==> src/sv/spta_pkg.sv <==
package spta_pkg;

    // input item kinds (s_tuser)
    localparam logic [1:0] KIND_LOAD  = 2'd0;
    localparam logic [1:0] KIND_TERM  = 2'd1;
    localparam logic [1:0] KIND_FLUSH = 2'd2;

    // result status codes (m_tuser)
    localparam logic [1:0] STATUS_OK    = 2'd0;
    localparam logic [1:0] STATUS_EMPTY = 2'd1;
    localparam logic [1:0] STATUS_FULL  = 2'd2;

    typedef enum logic [2:0] {
        ST_IDLE,
        ST_SCAN_RD,
        ST_SCAN_CMP,
        ST_FLUSH_RD,
        ST_FLUSH_CMP,
        ST_EMIT
    } spta_state_t;

endpackage

==> src/sv/spta_ram.sv <==
module spta_ram #(
    parameter int WIDTH = 41,
    parameter int DEPTH = 64
) (
    input  logic                     aclk,
    input  logic                     we,
    input  logic [$clog2(DEPTH)-1:0] waddr,
    input  logic [WIDTH-1:0]         wdata,
    input  logic [$clog2(DEPTH)-1:0] raddr,
    output logic [WIDTH-1:0]         rdata
);

    logic [WIDTH-1:0] mem [DEPTH];
    logic [WIDTH-1:0] rdata_reg;

    always_ff @(posedge aclk) begin
        if (we) begin
            mem[waddr] <= wdata;
        end
        rdata_reg <= mem[raddr];
    end

    assign rdata = rdata_reg;

endmodule

==> src/sv/spta_ctrl.sv <==
module spta_ctrl #(
    parameter int TABLE_DEPTH = 64,
    parameter int EXP_BITS    = 8,
    parameter int COEF_BITS   = 16
) (
    input  logic                                  aclk,
    input  logic                                  aresetn,
    input  logic                                  in_valid,
    output logic                                  in_ready,
    input  logic [1:0]                            in_kind,
    input  logic [COEF_BITS-1:0]                  in_coef,
    input  logic [3*EXP_BITS-1:0]                 in_exps,
    output logic                                  ram_we,
    output logic [$clog2(TABLE_DEPTH)-1:0]        ram_waddr,
    output logic [COEF_BITS+3*EXP_BITS:0]         ram_wdata,
    output logic [$clog2(TABLE_DEPTH)-1:0]        ram_raddr,
    input  logic [COEF_BITS+3*EXP_BITS:0]         ram_rdata,
    output logic                                  res_valid,
    input  logic                                  res_ready,
    output logic [COEF_BITS:0]                    res_coef,
    output logic [3*EXP_BITS-1:0]                 res_exps,
    output logic [1:0]                            res_status,
    output logic                                  res_last
);

    import spta_pkg::*;

    localparam int AW = $clog2(TABLE_DEPTH);
    localparam int CW = $clog2(TABLE_DEPTH + 1);
    localparam int XW = 3 * EXP_BITS;
    localparam int EW = COEF_BITS + XW + 1;

    spta_state_t state_reg, state_next;

    logic [CW-1:0]        count_reg, count_next;
    logic [AW-1:0]        idx_reg, idx_next;
    logic [1:0]           kind_reg, kind_next;
    logic [COEF_BITS-1:0] coef_reg, coef_next;
    logic [XW-1:0]        exps_reg, exps_next;
    logic                 pend_valid_reg, pend_valid_next;
    logic [COEF_BITS:0]   rcoef_reg, rcoef_next;
    logic [XW-1:0]        rexps_reg, rexps_next;
    logic [1:0]           rstatus_reg, rstatus_next;

    logic [COEF_BITS-1:0] rd_coef;
    logic [XW-1:0]        rd_exps;
    logic                 rd_used;
    logic                 accept;
    logic                 table_full;
    logic                 table_empty;
    logic                 at_end;
    logic                 hit;
    logic                 fstall;
    logic                 advance;
    logic [COEF_BITS:0]   sum;

    assign rd_coef = ram_rdata[COEF_BITS-1:0];
    assign rd_exps = ram_rdata[COEF_BITS+XW-1:COEF_BITS];
    assign rd_used = ram_rdata[EW-1];

    assign accept      = in_valid && in_ready;
    assign table_full  = (count_reg == CW'(TABLE_DEPTH));
    assign table_empty = (count_reg == '0);
    assign at_end      = (CW'(idx_reg) == count_reg - CW'(1));
    assign hit         = !rd_used && (rd_exps == exps_reg);
    // a pending flush word must leave before the next unconsumed one replaces it
    assign fstall      = !rd_used && pend_valid_reg && !res_ready;
    assign advance     = (state_reg == ST_SCAN_CMP) ||
                         (state_reg == ST_FLUSH_CMP && !fstall);
    assign sum         = {coef_reg[COEF_BITS-1], coef_reg} + {rd_coef[COEF_BITS-1], rd_coef};

    // next state
    always_comb begin
        state_next = state_reg;
        unique case (state_reg)
            ST_IDLE: begin
                if (accept) begin
                    unique case (in_kind)
                        KIND_LOAD:  state_next = table_full ? ST_EMIT : ST_IDLE;
                        KIND_TERM:  state_next = table_empty ? ST_EMIT : ST_SCAN_RD;
                        KIND_FLUSH: state_next = table_empty ? ST_EMIT : ST_FLUSH_RD;
                        default:    state_next = ST_IDLE;
                    endcase
                end
            end
            ST_SCAN_RD: state_next = ST_SCAN_CMP;
            ST_SCAN_CMP: begin
                if (hit || at_end) begin
                    state_next = ST_EMIT;
                end
            end
            ST_FLUSH_RD: state_next = ST_FLUSH_CMP;
            ST_FLUSH_CMP: begin
                if (!fstall && at_end) begin
                    state_next = ST_EMIT;
                end
            end
            ST_EMIT: begin
                if (res_ready) begin
                    state_next = ST_IDLE;
                end
            end
            default: state_next = ST_IDLE;
        endcase
    end

    // outputs
    always_comb begin
        in_ready  = (state_reg == ST_IDLE);
        ram_we    = 1'b0;
        ram_waddr = idx_reg;
        ram_wdata = {1'b1, rd_exps, rd_coef};
        ram_raddr = advance ? idx_reg + AW'(1) : idx_reg;
        res_valid = 1'b0;
        res_last  = 1'b0;
        unique case (state_reg)
            ST_IDLE: begin
                ram_waddr = count_reg[AW-1:0];
                ram_wdata = {1'b0, in_exps, in_coef};
                ram_we    = accept && (in_kind == KIND_LOAD) && !table_full;
            end
            ST_SCAN_CMP: ram_we = hit;
            ST_FLUSH_CMP: res_valid = !rd_used && pend_valid_reg;
            ST_EMIT: begin
                res_valid = 1'b1;
                res_last  = 1'b1;
            end
            default: ;
        endcase
    end

    assign res_coef   = rcoef_reg;
    assign res_exps   = rexps_reg;
    assign res_status = rstatus_reg;

    // datapath registers
    always_comb begin
        count_next      = count_reg;
        idx_next        = idx_reg;
        kind_next       = kind_reg;
        coef_next       = coef_reg;
        exps_next       = exps_reg;
        pend_valid_next = pend_valid_reg;
        rcoef_next      = rcoef_reg;
        rexps_next      = rexps_reg;
        rstatus_next    = rstatus_reg;
        unique case (state_reg)
            ST_IDLE: begin
                if (accept) begin
                    kind_next       = in_kind;
                    coef_next       = in_coef;
                    exps_next       = in_exps;
                    idx_next        = '0;
                    pend_valid_next = 1'b0;
                    rcoef_next      = {in_coef[COEF_BITS-1], in_coef};
                    rexps_next      = in_exps;
                    rstatus_next    = STATUS_OK;
                    if (in_kind == KIND_LOAD) begin
                        if (table_full) begin
                            rcoef_next   = '0;
                            rexps_next   = '0;
                            rstatus_next = STATUS_FULL;
                        end else begin
                            count_next = count_reg + CW'(1);
                        end
                    end else if (in_kind == KIND_FLUSH) begin
                        rcoef_next   = '0;
                        rexps_next   = '0;
                        rstatus_next = STATUS_EMPTY;
                    end
                end
            end
            ST_SCAN_CMP: begin
                if (hit) begin
                    rcoef_next = sum;
                end else if (!at_end) begin
                    idx_next = idx_reg + AW'(1);
                end
            end
            ST_FLUSH_CMP: begin
                if (!fstall) begin
                    if (!rd_used) begin
                        rcoef_next      = {rd_coef[COEF_BITS-1], rd_coef};
                        rexps_next      = rd_exps;
                        rstatus_next    = STATUS_OK;
                        pend_valid_next = 1'b1;
                    end
                    if (at_end) begin
                        if (!pend_valid_reg && rd_used) begin
                            rcoef_next   = '0;
                            rexps_next   = '0;
                            rstatus_next = STATUS_EMPTY;
                        end
                    end else begin
                        idx_next = idx_reg + AW'(1);
                    end
                end
            end
            ST_EMIT: begin
                if (res_ready && kind_reg == KIND_FLUSH) begin
                    count_next = '0;
                end
            end
            default: ;
        endcase
    end

    always_ff @(posedge aclk) begin
        if (!aresetn) begin
            state_reg <= ST_IDLE;
            count_reg <= '0;
        end else begin
            state_reg <= state_next;
            count_reg <= count_next;
        end
        idx_reg        <= idx_next;
        kind_reg       <= kind_next;
        coef_reg       <= coef_next;
        exps_reg       <= exps_next;
        pend_valid_reg <= pend_valid_next;
        rcoef_reg      <= rcoef_next;
        rexps_reg      <= rexps_next;
        rstatus_reg    <= rstatus_next;
    end

endmodule

==> src/sv/sparse_polynomial_term_adder.sv <==
// sparse polynomial term adder
// s_ channel takes words of three kinds (s_tuser): load a term of the second
// polynomial into the term table, a term of the first polynomial, or flush.
// m_ channel returns result terms; m_tuser carries the status, m_tlast marks
// the final result of each input word.
// a load gives no result unless the table is full.
// a first-polynomial term walks the table one entry per cycle through the
// single read port of the table memory: its result enters the output register
// on the same edge that s_tready returns.
// a flush walks all loaded entries the same way and emits at most one result
// per cycle while the receiver keeps m_tready high.
// one item is in work at a time; s_tready is high only while idle.
// the output register holds a finished result while the next word is taken;
// with m_tready low a flush walk pauses before its next result and nothing is lost.
// reset clears the control state and empties the table; table contents need
// no clearing since only loaded entries are ever examined.
module sparse_polynomial_term_adder #(
    parameter int TABLE_DEPTH = 64,
    parameter int EXP_BITS    = 8,
    parameter int COEF_BITS   = 16
) (
    input  logic aclk,
    input  logic aresetn,
    input  logic s_tvalid,
    output logic s_tready,
    // coefficient, exp_x, exp_y, exp_z, zero fill
    input  logic [((COEF_BITS+3*EXP_BITS+7)/8)*8-1:0]   s_tdata,
    // kind
    input  logic [1:0]                                   s_tuser,
    output logic m_tvalid,
    input  logic m_tready,
    // sum_coefficient, out_exp_x, out_exp_y, out_exp_z, zero fill
    output logic [((COEF_BITS+1+3*EXP_BITS+7)/8)*8-1:0] m_tdata,
    // status
    output logic [1:0]                                   m_tuser,
    output logic                                         m_tlast
);

    import spta_pkg::*;

    localparam int AW  = $clog2(TABLE_DEPTH);
    localparam int XW  = 3 * EXP_BITS;
    localparam int EW  = COEF_BITS + XW + 1;
    localparam int MDW = ((COEF_BITS + 1 + XW + 7) / 8) * 8;
    localparam int PADW = MDW - (COEF_BITS + 1 + XW);

    logic          ram_we;
    logic [AW-1:0] ram_waddr;
    logic [EW-1:0] ram_wdata;
    logic [AW-1:0] ram_raddr;
    logic [EW-1:0] ram_rdata;

    logic                 res_valid;
    logic                 res_ready;
    logic [COEF_BITS:0]   res_coef;
    logic [XW-1:0]        res_exps;
    logic [1:0]           res_status;
    logic                 res_last;

    logic                 m_valid_reg, m_valid_next;
    logic [COEF_BITS:0]   m_coef_reg;
    logic [XW-1:0]        m_exps_reg;
    logic [1:0]           m_status_reg;
    logic                 m_last_reg;

    spta_ram #(
        .WIDTH (EW),
        .DEPTH (TABLE_DEPTH)
    ) u_table (
        .aclk  (aclk),
        .we    (ram_we),
        .waddr (ram_waddr),
        .wdata (ram_wdata),
        .raddr (ram_raddr),
        .rdata (ram_rdata)
    );

    spta_ctrl #(
        .TABLE_DEPTH (TABLE_DEPTH),
        .EXP_BITS    (EXP_BITS),
        .COEF_BITS   (COEF_BITS)
    ) u_ctrl (
        .aclk       (aclk),
        .aresetn    (aresetn),
        .in_valid   (s_tvalid),
        .in_ready   (s_tready),
        .in_kind    (s_tuser),
        .in_coef    (s_tdata[COEF_BITS-1:0]),
        .in_exps    (s_tdata[COEF_BITS+XW-1:COEF_BITS]),
        .ram_we     (ram_we),
        .ram_waddr  (ram_waddr),
        .ram_wdata  (ram_wdata),
        .ram_raddr  (ram_raddr),
        .ram_rdata  (ram_rdata),
        .res_valid  (res_valid),
        .res_ready  (res_ready),
        .res_coef   (res_coef),
        .res_exps   (res_exps),
        .res_status (res_status),
        .res_last   (res_last)
    );

    // output register takes a new word when empty or being drained
    assign res_ready = !m_valid_reg || m_tready;

    always_comb begin
        m_valid_next = m_valid_reg;
        if (res_ready) begin
            m_valid_next = res_valid;
        end
    end

    always_ff @(posedge aclk) begin
        if (!aresetn) begin
            m_valid_reg <= 1'b0;
        end else begin
            m_valid_reg <= m_valid_next;
        end
        if (res_valid && res_ready) begin
            m_coef_reg   <= res_coef;
            m_exps_reg   <= res_exps;
            m_status_reg <= res_status;
            m_last_reg   <= res_last;
        end
    end

    assign m_tvalid = m_valid_reg;
    assign m_tdata  = {{PADW{1'b0}}, m_exps_reg, m_coef_reg};
    assign m_tuser  = m_status_reg;
    assign m_tlast  = m_last_reg;

endmodule
==> config.mk <==
export PLATFORM = sky130hd
export DESIGN_NAME = sparse_polynomial_term_adder
export DESIGN_NICKNAME = d
export VERILOG_FILES = /design/src/sv/spta_pkg.sv /design/src/sv/spta_ram.sv /design/src/sv/spta_ctrl.sv /design/src/sv/sparse_polynomial_term_adder.sv
export SDC_FILE = /design/constraint.sdc
export NUM_CORES = 2
export LEC_CHECK = 0
export BUFFER_PORTS_ARGS = -buffer_cell sky130_fd_sc_hd__buf_2
export CAP_MARGIN = 40
export CORE_MARGIN = 1.5
export CORE_UTILIZATION = 45
export DETAILED_ROUTE_END_ITERATION = 16
export HOLD_SLACK_MARGIN = 0.15
export PLACE_DENSITY = 0.63
export SLEW_MARGIN = 15
export SYNTH_ARGS = -nofsm -noshare
export SYNTH_HDL_FRONTEND = slang
export SYNTH_SLANG_ARGS = --single-unit
==> constraint.sdc <==
create_clock -name aclk -period 4.75 [get_ports aclk]
set_input_delay 0 -clock aclk [delete_from_list [all_inputs] [get_ports aclk]]
set_output_delay 0 -clock aclk [all_outputs]
set_load 0.01 [all_outputs]
==> impl_metrics.ini <==
[outcome]
status = finished clean

[placement]
dp_hpwl_um = 193000
portBuffers = 91
routabilityCongestion = 0.837
place_inst = 8274

[routing]
first_pass_iters = 6
ant_nets = 0
num_vias = 58200
drt_iter0_markers = 10300
routed_wl_um = 343000
drt-wirelength-per-cell_um = 38.7
drcViolationCount = 0
viasPerCell = 6.56

[sta]
rsz0062_at_grt = no
final-hold-violation-count = 0
min_period_ns = 4.12
finalClockSkew_ns = 0.0647
final_max_slew_viol_count = 0
tightest_slew_ns = 0.875
relSlewSlack = 0.415
setup_viol_count_final = 0
fin_crit_sh = 0.867
fmax_ghz = 0.243
setup-tns-final_ns = 0

[worst_setup_path]
reg2reg_setup_slack_ns = 0.63
r2r_end = u_table.mem[18][15]$_DFFE_PP_
crit_required_ns = 5.35
cp-end-kind = flop
cp_data_arrival_time_ns = 4.72
path_max_fanout = 8
crit_type = flop to flop
r2r_cells = 11
crit_path_start_kind = flop
timing.rr.start = u_table.rdata[32]$_DFF_P_

[worst_hold_path]
worst_hold_path_type = primary input to flop
hold_depth = 5
holdPathEnd = u_table.mem[33][13]$_DFFE_PP_
hold_path_startpoint = s_tdata[13]

[cts]
path_clk_slew_ns = 0.06
cts_tree = built
cts_inserted_buffers = 291
hold_buffers = 91
htree_num_levels = 5
cts_resized = 0
post-cts-setup-buffer-count = 0
clkSinkCount = 2812
clk_latency_ns = 0.96
clockRootBuffer = clkbuf_16
clk_path_buf_depth = 4

[layout]
area_delta_synth_final_pct = 18.4
num-fill-cells = 17800
largest_reg_flops = 2624
final_common_cell = edfxtp_1
fin_nets = 5580
drive_above_1_share = 0.287
final_cell_count_no_fill = 8872
most-common-layout-cells = edfxtp_1 (2760), mux4_2 (653), clkbuf_16 (301), a22oi_1 (294), nand2_1 (226)

[synthesis]
synthesis.instances = 4890
synth-seq-cells = 2812
netlist.area_leader.share = 0.773
synth_flop_cell = edfxtp_1
synth-edff-count = 2760
avgSynthCellArea_um2 = 21.9
async_flop_share = 0
synth_largest_area_cell = edfxtp_1
synthesis.yosys.warnings = 0
ys_top_cells_by_area = edfxtp_1 (77%), mux4_2 (14%), a22oi_1 (2.1%), dfxtp_1 (0.97%), nand2_1 (0.83%)
ys_seq_area_frac = 0.783
yosysUniqueCellTypes = 67
synth_area_um2 = 107000

[pwr]
p_switching_uw = 29000
p_per_area_nw_per_um2 = 706
power_frac_comb = 0.365
vdd_ir_drop_max_mv = 0.582
seqPwrFrac = 0.386
intPower_uw = 60500
p_leak_uw = 0.0404
clkPwrFrac = 0.249
p_sw_frac = 0.325

[floorplan]
coreArea_um2 = 236000
dieArea_um2 = 241000
initial_core_util = 0.454
rows = 178
die_h_um = 491
die_width_um = 491
io_pins = 99

[global_routing]
grt_pass1_wl_um = 465000
grt_max_degree = 91
grt_antenna_before_repair = 9
grt_pass1_vias = 55700
grt_usage = 0.282
grt_overflow = 0

[job]
maxCapViolCount = 0
[cell type report]
type / instances / area (um2) / share of cell area
tap: 3150 / 3940 / 0.0311
sequential: 2812 / 83900 / 0.662
clock buffer: 382 / 7950 / 0.0627
clock inverter: 120 / 1160 / 0.00913
multi-input combinational: 1801 / 22700 / 0.179
inverter: 20 / 75.1 / 0.000592
antenna: 4 / 10.0 / 0.0000789
timing repair buffer: 583 / 7030 / 0.0555
[metal layers]
layer	GRT usage	part of all wire
met5	0	0
met4	0.0880	0.034
met3	0.0602	0.12
met2	0.435	0.46
met1	0.404	0.38
[power by group through the flow]
stage / combinational [uW] / sequential [uW] / clock (uW)
floorplan: 21100 / 34900 / 0
global placement: 31400 / 35100 / 0
detailed placement: 32400 / 35000 / 0
CTS: 32600 / 34500 / 22400
global route: 34500 / 34600 / 23400
finish: 32700 / 34500 / 22300
[logic make-up after synthesis]
family / after synthesis / share of synthesized area
AOI/OAI and AO/OA: 489 / 0.0330
xor gates and xnor gates: 54 / 0.00441
DFF: 2812 / 0.783
other: 1 / 0.0000350
and+or+nand+nor: 520 / 0.0224
adders and majority gates: 25 / 0.00299
muxes: 706 / 0.142
buffers and inverters: 283 / 0.0118
[worst max-delay path: stages (launching register included)]
cell,delay (ns)
dfxtp_1,0.54
xor2_1,0.26
nor4_1,0.52
nand4_1,0.26
buf_4,0.25
nor3_1,0.24
nor2_1,0.18
nor2_1,0.25
nand2_1,0.08
buf_4,0.27
nor2_4,0.58
buf_4,0.34
[cells in the mapped netlist (all sizes together) (3+ instances only)]
| cell type | number |
|---|---|
| a2111o | 3 |
| a211o | 33 |
| a211oi | 6 |
| a21o | 9 |
| a21oi | 35 |
| a221oi | 7 |
| a22oi | 294 |
| a31oi | 3 |
| and2 | 5 |
| and3 | 8 |
| buf | 104 |
| clkbuf | 159 |
| dfxtp | 52 |
| edfxtp | 2760 |
| ha | 24 |
| inv | 19 |
| mux2i | 52 |
| mux4 | 653 |
| nand2 | 238 |
| nand2b | 9 |
| nand3 | 14 |
| nand3b | 6 |
| nand4 | 87 |
| nor2 | 107 |
| nor2b | 9 |
| nor3 | 6 |
| nor3b | 4 |
| nor4 | 7 |
| o211ai | 6 |
| o21a | 3 |
| o21ai | 59 |
| o21bai | 3 |
| o221ai | 6 |
| o22ai | 3 |
| o31ai | 5 |
| or2 | 9 |
| or3 | 4 |
| xnor2 | 18 |
| xor2 | 36 |
[worst max-delay path by stage]
stage                                           from                            end  depth (start not counted)
finish                     u_table.rdata[32]$_DFF_P_  u_table.mem[18][15]$_DFFE_PP_                         11
global route               u_table.rdata[32]$_DFF_P_  u_table.mem[18][15]$_DFFE_PP_                         11
CTS                        u_table.rdata[32]$_DFF_P_  u_table.mem[18][15]$_DFFE_PP_                         11
detailed placement         u_table.rdata[32]$_DFF_P_  u_table.mem[18][30]$_DFFE_PP_                         11
global placement           u_table.rdata[37]$_DFF_P_  u_table.mem[18][30]$_DFFE_PP_                         11
floorplan           u_ctrl.state_reg[2]$_SDFFE_PN0P_   u_table.mem[12][0]$_DFFE_PP_                          9
[metrics by stage]
step	total power (uW)	area [um2]	setup WS [ns]	utilization	hold WS, ns
2_1_floorplan	56000	107000	-0.328	-	0.0989
3_3_place_gp	66500	116000	0.485	0.493	0.209
3_5_place_dp	67500	117000	0.667	0.495	0.210
4_1_cts	89500	127000	0.597	0.537	0.160
5_1_grt	92400	127000	0.506	0.537	0.219
6_report	89500	127000	0.631	0.537	0.229
Power figures use the tool's default switching activity.
